--- config.mk ---
export PLATFORM = sky130hd
export DESIGN_NAME = aes_sbox_byte_substitution
export DESIGN_NICKNAME = d
export VERILOG_FILES = /design/src/sv/aes_sb_pkg.sv /design/src/sv/aes_sb_inv.sv /design/src/sv/aes_sbox_byte_substitution.sv
export SDC_FILE = /design/constraint.sdc
export NUM_CORES = 1
export LEC_CHECK = 0
export BUFFER_PORTS_ARGS = -buffer_cell sky130_fd_sc_hd__buf_2
export CORE_ASPECT_RATIO = 1.5
export CORE_MARGIN = 2
export CORE_UTILIZATION = 45
export CTS_BUF_LIST = sky130_fd_sc_hd__clkbuf_16
export DETAILED_ROUTE_END_ITERATION = 6
export PLACE_DENSITY = 0.73
export SYNTH_ARGS = -nofsm -noshare
export SYNTH_HDL_FRONTEND = slang
export SYNTH_SLANG_ARGS = --single-unit
--- constraint.sdc ---
create_clock -name clk -period 8.8 [get_ports clk]
set_clock_uncertainty 0.05 [all_clocks]
set_input_delay 0 -clock clk [delete_from_list [all_inputs] [get_ports clk]]
set_output_delay 0 -clock clk [all_outputs]
set_load 0.05 [all_outputs]
--- src/sv/aes_sb_pkg.sv ---
package aes_sb_pkg;

    localparam logic [8:0] GF_MODULUS   = 9'h11B;  // x^8 + x^4 + x^3 + x + 1
    localparam logic [7:0] AFFINE_ROW0  = 8'hF1;
    localparam logic [7:0] AFFINE_CONST = 8'h63;

    typedef logic [3:0] deg_t;

    // status from the inversion unit back to the sequencer
    typedef struct packed {
        logic busy;
        logic done;
    } inv_status_t;

    // degree of a nonzero 9-bit binary polynomial
    function automatic deg_t poly_deg(input logic [8:0] p);
        deg_t d;
        d = '0;
        for (int i = 0; i < 9; i++)
        begin
            if (p[i])
            begin
                d = deg_t'(i);
            end
        end
        return d;
    endfunction

    // AES affine map: circulant bit matrix over GF(2), then add the constant
    function automatic logic [7:0] affine(input logic [7:0] x);
        logic [7:0] res;
        logic [7:0] row;
        res = '0;
        for (int i = 0; i < 8; i++)
        begin
            row    = (AFFINE_ROW0 << i) | (AFFINE_ROW0 >> (8 - i));
            res[i] = ^(row & x);
        end
        return res ^ AFFINE_CONST;
    endfunction

endpackage

--- src/sv/aes_sb_inv.sv ---
module aes_sb_inv (
    input  logic                     clk,
    input  logic                     rst_n,
    input  logic                     start,
    input  logic [7:0]               in_byte,
    output aes_sb_pkg::inv_status_t  status,
    output logic [7:0]               inv_byte
);
    import aes_sb_pkg::*;

    // remainders and their Bezout coefficients: r == t * in_byte (mod m)
    logic [8:0] a_reg, a_next;
    logic [8:0] b_reg, b_next;
    logic [8:0] ta_reg, ta_next;
    logic [8:0] tb_reg, tb_next;
    logic       run_reg, run_next;

    deg_t       deg_a;
    deg_t       deg_b;
    deg_t       shamt;
    logic       a_ge_b;
    logic       finished;

    assign deg_a    = poly_deg(a_reg);
    assign deg_b    = poly_deg(b_reg);
    assign a_ge_b   = (deg_a >= deg_b);
    assign shamt    = a_ge_b ? (deg_a - deg_b) : (deg_b - deg_a);
    // stop as soon as one remainder reaches one; a zero input starts with b at zero
    assign finished = (a_reg == 9'd1) || (b_reg == 9'd1) || (b_reg == '0);

    assign status.busy = run_reg;
    assign status.done = run_reg && finished;
    // take the coefficient of the remainder that reached one; zero input leaves ta at zero
    assign inv_byte    = (b_reg == 9'd1) ? tb_reg[7:0] : ta_reg[7:0];

    always_comb
    begin
        a_next   = a_reg;
        b_next   = b_reg;
        ta_next  = ta_reg;
        tb_next  = tb_reg;
        run_next = run_reg;
        if (start)
        begin
            a_next   = GF_MODULUS;
            b_next   = {1'b0, in_byte};
            ta_next  = '0;
            tb_next  = 9'd1;
            run_next = 1'b1;
        end
        else if (run_reg)
        begin
            if (finished)
            begin
                run_next = 1'b0;
            end
            else if (a_ge_b)
            begin
                // cancel the leading term of a with a shifted copy of b
                a_next  = a_reg ^ (b_reg << shamt);
                ta_next = ta_reg ^ (tb_reg << shamt);
            end
            else
            begin
                b_next  = b_reg ^ (a_reg << shamt);
                tb_next = tb_reg ^ (ta_reg << shamt);
            end
        end
    end

    always_ff @(posedge clk or negedge rst_n)
    begin
        if (!rst_n)
        begin
            run_reg <= 1'b0;
        end
        else
        begin
            run_reg <= run_next;
        end
    end

    always_ff @(posedge clk)
    begin
        a_reg  <= a_next;
        b_reg  <= b_next;
        ta_reg <= ta_next;
        tb_reg <= tb_next;
    end

endmodule

--- src/sv/aes_sbox_byte_substitution.sv ---
// Inputs zero and one need no inverter step before out_valid.
// Each cycle the shift-and-xor step of the Euclidean inverter removes at least
// one degree from the two remainders, until one of them reaches one.
// A new byte is accepted only in idle, after the previous result has been taken
// at the output.
// Reset (rst_n, async, active low) returns the sequencer to idle with no result pending.
module aes_sbox_byte_substitution (
    input  logic       clk,
    input  logic       rst_n,
    input  logic       in_valid,
    output logic       in_ready,
    input  logic [7:0] in_byte,
    output logic       out_valid,
    input  logic       out_ready,
    output logic [7:0] sbox_byte
);
    import aes_sb_pkg::*;

    typedef enum logic [1:0] {
        ST_IDLE,
        ST_RUN,
        ST_OUT
    } state_t;

    state_t      state_reg, state_next;
    logic [7:0]  sbox_reg, sbox_next;
    logic        start;
    inv_status_t inv_status;
    logic [7:0]  inv_byte;

    assign in_ready  = (state_reg == ST_IDLE);
    assign out_valid = (state_reg == ST_OUT);
    assign sbox_byte = sbox_reg;
    assign start     = in_valid && in_ready;

    aes_sb_inv u_inv (
        .clk      (clk),
        .rst_n    (rst_n),
        .start    (start),
        .in_byte  (in_byte),
        .status   (inv_status),
        .inv_byte (inv_byte)
    );

    always_comb
    begin
        state_next = state_reg;
        sbox_next  = sbox_reg;
        case (state_reg)
            ST_IDLE:
            begin
                if (start)
                begin
                    state_next = ST_RUN;
                end
            end
            ST_RUN:
            begin
                if (inv_status.done)
                begin
                    sbox_next  = affine(inv_byte);
                    state_next = ST_OUT;
                end
            end
            ST_OUT:
            begin
                if (out_ready)
                begin
                    state_next = ST_IDLE;
                end
            end
            default:
            begin
                state_next = ST_IDLE;
            end
        endcase
    end

    always_ff @(posedge clk or negedge rst_n)
    begin
        if (!rst_n)
        begin
            state_reg <= ST_IDLE;
            sbox_reg  <= '0;
        end
        else
        begin
            state_reg <= state_next;
            sbox_reg  <= sbox_next;
        end
    end

    // the inverter finishes only while the sequencer waits for it
    a_done_in_run: assert property (@(posedge clk) disable iff (!rst_n)
        inv_status.done |-> (state_reg == ST_RUN))
        else $error("inverter done outside run state");

    // an accepted request starts the inverter on the next cycle
    a_start_busy: assert property (@(posedge clk) disable iff (!rst_n)
        start |=> (inv_status.busy && !in_ready))
        else $error("accepted request did not start the inverter");

    // the inverter stays busy for the whole run state
    a_run_busy: assert property (@(posedge clk) disable iff (!rst_n)
        (state_reg == ST_RUN) |-> inv_status.busy)
        else $error("run state without a busy inverter");

endmodule
# ---- Yosys cells after proc, flatten, opt, wreduce, memory -nomap -nowiden
# Index checks and enable logic that the tools add are counted.
dict set report word_totals {
  ff_bits 47
  inputBits 12
  word_cells 80
}
dict set report op_classes {
  add_sub_neg 2
  order_cmp 1
  eq_ne 9
  shift 4
  mux 29
  bitwise_logic 7
  reduce_logical 20
}
# op n
set ops {}
lappend ops {{$reduce_xor A8 Y1} 8}
lappend ops {{$mux W8} 5}
lappend ops {{$mux W4} 9}
lappend ops {{$shl A9 B4 Y9} 4}
lappend ops {{$xor A9 B9 Y9} 4}
lappend ops {{$eq A9 B1 Y1 const B} 2}
lappend ops {{$mux W3} 4}
lappend ops {{$reduce_and A3 Y1} 4}
lappend ops {{$mux W2} 5}
lappend ops {{$logic_not A9 Y1} 1}
lappend ops {{$sub A4 B4 Y4} 2}
lappend ops {{$ne A2 B2 Y1 const B} 3}
lappend ops {{$pmux W2 S3} 1}
lappend ops {{$mux W1} 5}
lappend ops {{$ge A4 B4 Y1} 1}
lappend ops {{$ne A2 B1 Y1 const B} 2}
lappend ops {{$not A4 Y4} 1}
lappend ops {{$eq A2 B1 Y1 const B} 1}
lappend ops {{$eq A2 B2 Y1 const B} 1}
lappend ops {{$logic_and A1 B1 Y1} 2}
lappend ops {{$logic_not A2 Y1} 1}
lappend ops {{$logic_or A1 B1 Y1} 2}
lappend ops {{$not A1 Y1} 2}
lappend ops {{$reduce_and A2 Y1} 1}
lappend ops {{$reduce_bool A2 Y1} 1}

# ---- Logic depth before layout (Yosys ltp)
dict set report depth {
  depth_word 16
  mapped_depth 18
  ltp_nobuf 16
}

# ---- By module
# Synthesis repeated with hierarchy kept, for this count alone.
dict set report unflattened {
  hier_cells 426
  area_unflattened_um2 3881.2
}
# mod instances cells_per_inst area_each_um2 seq_area_each_um2
set by_module_without_submodules {}
lappend by_module_without_submodules {aes_sb_inv 1 383 3265.6 785.8}
lappend by_module_without_submodules {aes_sbox_byte_substitution 1 43 615.6 250.2}

# ---- Worst setup path after synthesis
# Ideal clock, no wire load.
dict set report synth_timing {
  path_type {flip-flop to flip-flop}
  start {register u_inv.b_reg[3]}
  end {register u_inv.b_reg[8]}
  setup_time_ns 0.123
  arrival_time_ns 3.515
  required_time_ns 8.627
  slack_ns 5.112
  stages_incl_launch_ff 19
  path_buffers 3
  period_less_slack_ns 3.688
  cell_sequence {edfxtp_1 -> clkbuf_1 -> a21oi_1 -> nor2_1 -> nor2_1 -> nor2_1 -> o21ai_0 -> inv_1 -> ha_1 -> fa_1 -> a21boi_0 -> o221ai_1 -> o2111a_1 -> buf_2 -> or2_1 -> buf_4 -> nor3_1 -> or4_1 -> mux2_1}
}
dict set report synth_via {
  elab_chain_cells 10
  elab_cells_between_ends 19
  classes_between {2 x add/sub; 1 x order compare; 1 x eq/ne; 1 x shift; 7 x mux; 3 x bitwise; 4 x reduce/logical}
}
# item line_no
set synth_rtl {}
lappend synth_rtl {{from (decl)} aes_sb_inv.sv:13} ;# logic [8:0] b_reg, b_next;
lappend synth_rtl {{from (signal assigned)} aes_sb_inv.sv:86} ;# b_reg <= b_next;
lappend synth_rtl {{$mux W2} aes_sb_pkg.sv:21} ;# if (p[i])
lappend synth_rtl {{$mux W3 (4 in series)} aes_sb_pkg.sv:21}
lappend synth_rtl {{$mux W4} aes_sb_pkg.sv:21}
lappend synth_rtl {{$sub A4 B4 Y4 or $ge A4 B4 Y1 (tied branches)} {aes_sb_inv.sv:27, aes_sb_inv.sv:26}}
lappend synth_rtl {{$mux W4} aes_sb_inv.sv:27} ;# assign shamt = a_ge_b ? (deg_a - deg_b) : (deg_b - deg_a);
lappend synth_rtl {{$shl A9 B4 Y9} aes_sb_inv.sv:65} ;# b_next = b_reg ^ (a_reg << shamt);
lappend synth_rtl {{$xor A9 B9 Y9} aes_sb_inv.sv:65}
# Parallel ways exist; a longest one is shown, timed or not.
# A chain may end at the register's enable or synchronous reset.

# ---- Worst setup path in the final report
dict set report layout_timing {
  start {register u_inv.b_reg[3]}
  end {register u_inv.a_reg[7]}
}
dict set report layout_via {
  elab_chain_cells 10
  elab_cells_between_ends 18
  classes_between {2 x add/sub; 1 x order compare; 1 x eq/ne; 1 x shift; 7 x mux; 2 x bitwise; 4 x reduce/logical}
}
# item line_no
set layout_rtl {}
lappend layout_rtl {{$mux W2} aes_sb_pkg.sv:21}
lappend layout_rtl {{$mux W3 (4 in series)} aes_sb_pkg.sv:21}
lappend layout_rtl {{$mux W4} aes_sb_pkg.sv:21}
lappend layout_rtl {{$sub A4 B4 Y4 or $ge A4 B4 Y1 (tied branches)} {aes_sb_inv.sv:27, aes_sb_inv.sv:26}}
lappend layout_rtl {{$mux W4} aes_sb_inv.sv:27}
lappend layout_rtl {{$shl A9 B4 Y9} aes_sb_inv.sv:60} ;# a_next = a_reg ^ (b_reg << shamt);
lappend layout_rtl {{$xor A9 B9 Y9} aes_sb_inv.sv:60}
lappend layout_rtl {{to (signal assigned)} aes_sb_inv.sv:85} ;# a_reg <= a_next;
lappend layout_rtl {{to (decl)} aes_sb_inv.sv:12} ;# logic [8:0] a_reg, a_next;
# Parallel ways exist; a longest one is shown, timed or not.

==> impl_metrics.yaml <==
setup_path:
  cp_cell_sequence: "a21oi_1, nor2_1, nor2_1, nor2_1, o21ai_0, inv_1, ha_1, buf_4, a21boi_0, o211ai_2, nand2_2, mux2i_1, mux2i_1, or3_1, a21oi_1"
  critPathMaxFanout: 38
  crit_required_ps: 8980
  rrSetupSlack_ps: 4260
  crit_arrival_ps: 4720
  cp-end-kind: "register"
  r2r_start: "u_inv.b_reg[3]$_DFFE_PP_"
  cpMaxStageDelayCell: "mux2i_1"
  critPathMostFrequentCell: "nor2_1"
  slowest_delay_ps: 530
  regToRegEndpoint: "u_inv.a_reg[7]$_SDFFE_PP0P_"
  reg2regPathDepth: 15
  crit_type: "register to register"
  critPathLaunchType: "register"
clock_tree:
  cts.sinks: 45
  cts_made_buffers: 5
  cts_tree: "done"
  clockBufferDepth: 2
  cts_root_buf: "clkbuf_16"
  cts.htree.levels: 2
  path_clk_slew_ps: 70
  clock_latency_ps: 300
synth:
  ys.flop_type: "dfxtp_1"
  yosys_warnings: 0
  syn-num-nets: 492
  synth_edf_count: 8
  synthTopCellsByArea: "dfxtp_1, mux2i_1, dfrtp_1, edfxtp_1, xor2_1"
  yosysTopAreaCellShare: 0.1363
  ys_types: 66
  synth_area_um2: 3820
  synth_top_area_cell: "dfxtp_1"
  syn_inst: 471
  synth_area_per_cell_um2: 8.110
  ys_seq_area_frac: 0.2712
  synthArstFlopShare: 0.2444
  ys_ff_latch: 45
run_status:
  status: "completed"
placed_design:
  gp_congestion: 1.031
  dp_hpwl_mm: 8.209
  io_buffers: 21
timing:
  rsz0062_at_grt: "no"
  layout_min_cycle_time_ps: 4538
  fmax_mhz: 220.4
  hold_violations: 0
  maxSlewViolCount: 0
  worstMarginPinSlew_ps: 953.5
  setup_viol: 0
  finalCritPeriodShare: 0.5156
  timing.slew.headroom: 0.3595
  tns_ps: 0
  whs_ps: 82.52
layout:
  layout_common_cells: "nor2_1, nand2_1, o21ai_0"
  areaGrowthSynthToFinish_pct: 9.007
  n_antenna_cell: 0
  layout_commonest_cell: "nor2_1"
  n_fill_cell: 796
  nets: 497
  drive_above_1_share: 0.1111
run:
  maxCapViolCount: 0
grt:
  antenna_found_initial: 0
  grt_max_degree: 39
  grt_pass1_wl_mm: 18.41
  grt_pass1_vias: 3522
  grt_use_total: 0.2592
  grt_overflow: 0
floorplanning:
  die_area_um2: 9257
  die_w_um: 79.23
  coreArea_um2: 8310
  row_count: 41
  die_y_um: 116.8
  ios: 22
  initial_utilization: 0.4597
routing:
  vias_per_cell: 6.173
  wirelength_mm: 11.26
  drcViolationCount: 0
  wl_per_cell_um: 19.29
  vias: 3605
  dr.pass1.iters: 5
  drtIter0Drc: 269
  ant_nets: 0
worst_hold_path:
  hold_path.class: "input pin to async pin"
metrics by stage:
stage | worst slack [ps] | cell area, um2 | std cells | utilization
after global routing | 3920 | 4164 | 584 | 0.5011
after floorplan | 5112 | 3820 | 471 | -
after global placement | 4450 | 3916 | 565 | 0.4712
after detailed placement | 4401 | 3916 | 565 | 0.4712
after CTS | 4376 | 4164 | 584 | 0.5011
final | 4262 | 4164 | 584 | 0.5011
cells by family after synthesis:
kind of cell	Yosys count	share of synthesized area
buffers and inverters	54	0.06093
AO/OA/AOI/OAI	119	0.2103
adder cells (fa/ha/maj)	9	0.03341
XOR/XNOR	40	0.09171
AND/OR/NAND/NOR	162	0.2011
flip-flops	45	0.2712
multiplexers	42	0.1313
worst max path at each step:
stage | end | depth (start not counted) | startpoint
finish | u_inv.a_reg[7]$_SDFFE_PP0P_ | 15 | u_inv.b_reg[3]$_DFFE_PP_
global route | u_inv.a_reg[7]$_SDFFE_PP0P_ | 16 | u_inv.b_reg[2]$_DFFE_PP_
CTS | u_inv.a_reg[7]$_SDFFE_PP0P_ | 15 | u_inv.b_reg[3]$_DFFE_PP_
detailed placement | u_inv.a_reg[7]$_SDFFE_PP0P_ | 16 | u_inv.b_reg[2]$_DFFE_PP_
global placement | u_inv.a_reg[7]$_SDFFE_PP0P_ | 15 | u_inv.b_reg[3]$_DFFE_PP_
floorplan | u_inv.b_reg[8]$_SDFFE_PP0P_ | 18 | u_inv.b_reg[3]$_DFFE_PP_
worst max-delay path, delay by kind of cell, from the launching register on:
family | cells | cell delay [ps]
buf+inv | 2 | 520
simple gates | 5 | 980
fa+ha+maj | 1 | 280
compound gates | 5 | 1380
flops | 1 | 520
mux | 2 | 720
synth_stat cells, drive strengths merged (6+ instances only):
cell type,number
inv,16
edfxtp,8
xor2,23
nand3,12
clkbuf,19
xnor2,17
mux2i,31
nor4,8
buf,19
o211ai,6
a211oi,6
mux4,6
nand2,49
ha,7
a31oi,7
nor2,50
nor3,8
a21oi,22
dfxtp,26
dfrtp,11
o21ai,39
o221ai,6
timing repair:
| item | 4_1_cts | 5_1_grt |
|---|---|---|
| hold endpoints to repair | 21 | 0 |
| hold buffers | 11 | 0 |
| buffers inserted | 0 | 0 |
| gates resized for setup | 0 | 0 |
routing by layer:
layer | track usage | routed length [um]
met1 | 0.2756 | 4039
met2 | 0.4599 | 5711
met3 | 0.03911 | 620
met4 | 0.1954 | 892
met5 | 0 | 0
cell type report:
class	instances	area, um2	area share
Timing Repair Buffer	36	245.2	0.05889
Multi-Input combinational cell	372	2551	0.6127
Clock inverter	3	12.51	0.003005
Clock buffer	5	125.1	0.03005
Tap cell	107	133.9	0.03215
Sequential cell	45	1036	0.2488
Inverter	16	60.06	0.01442
Power is left out: the tool's default activity adds up to more than one toggle a clock period on the data nets, which glitch-free logic cannot reach.
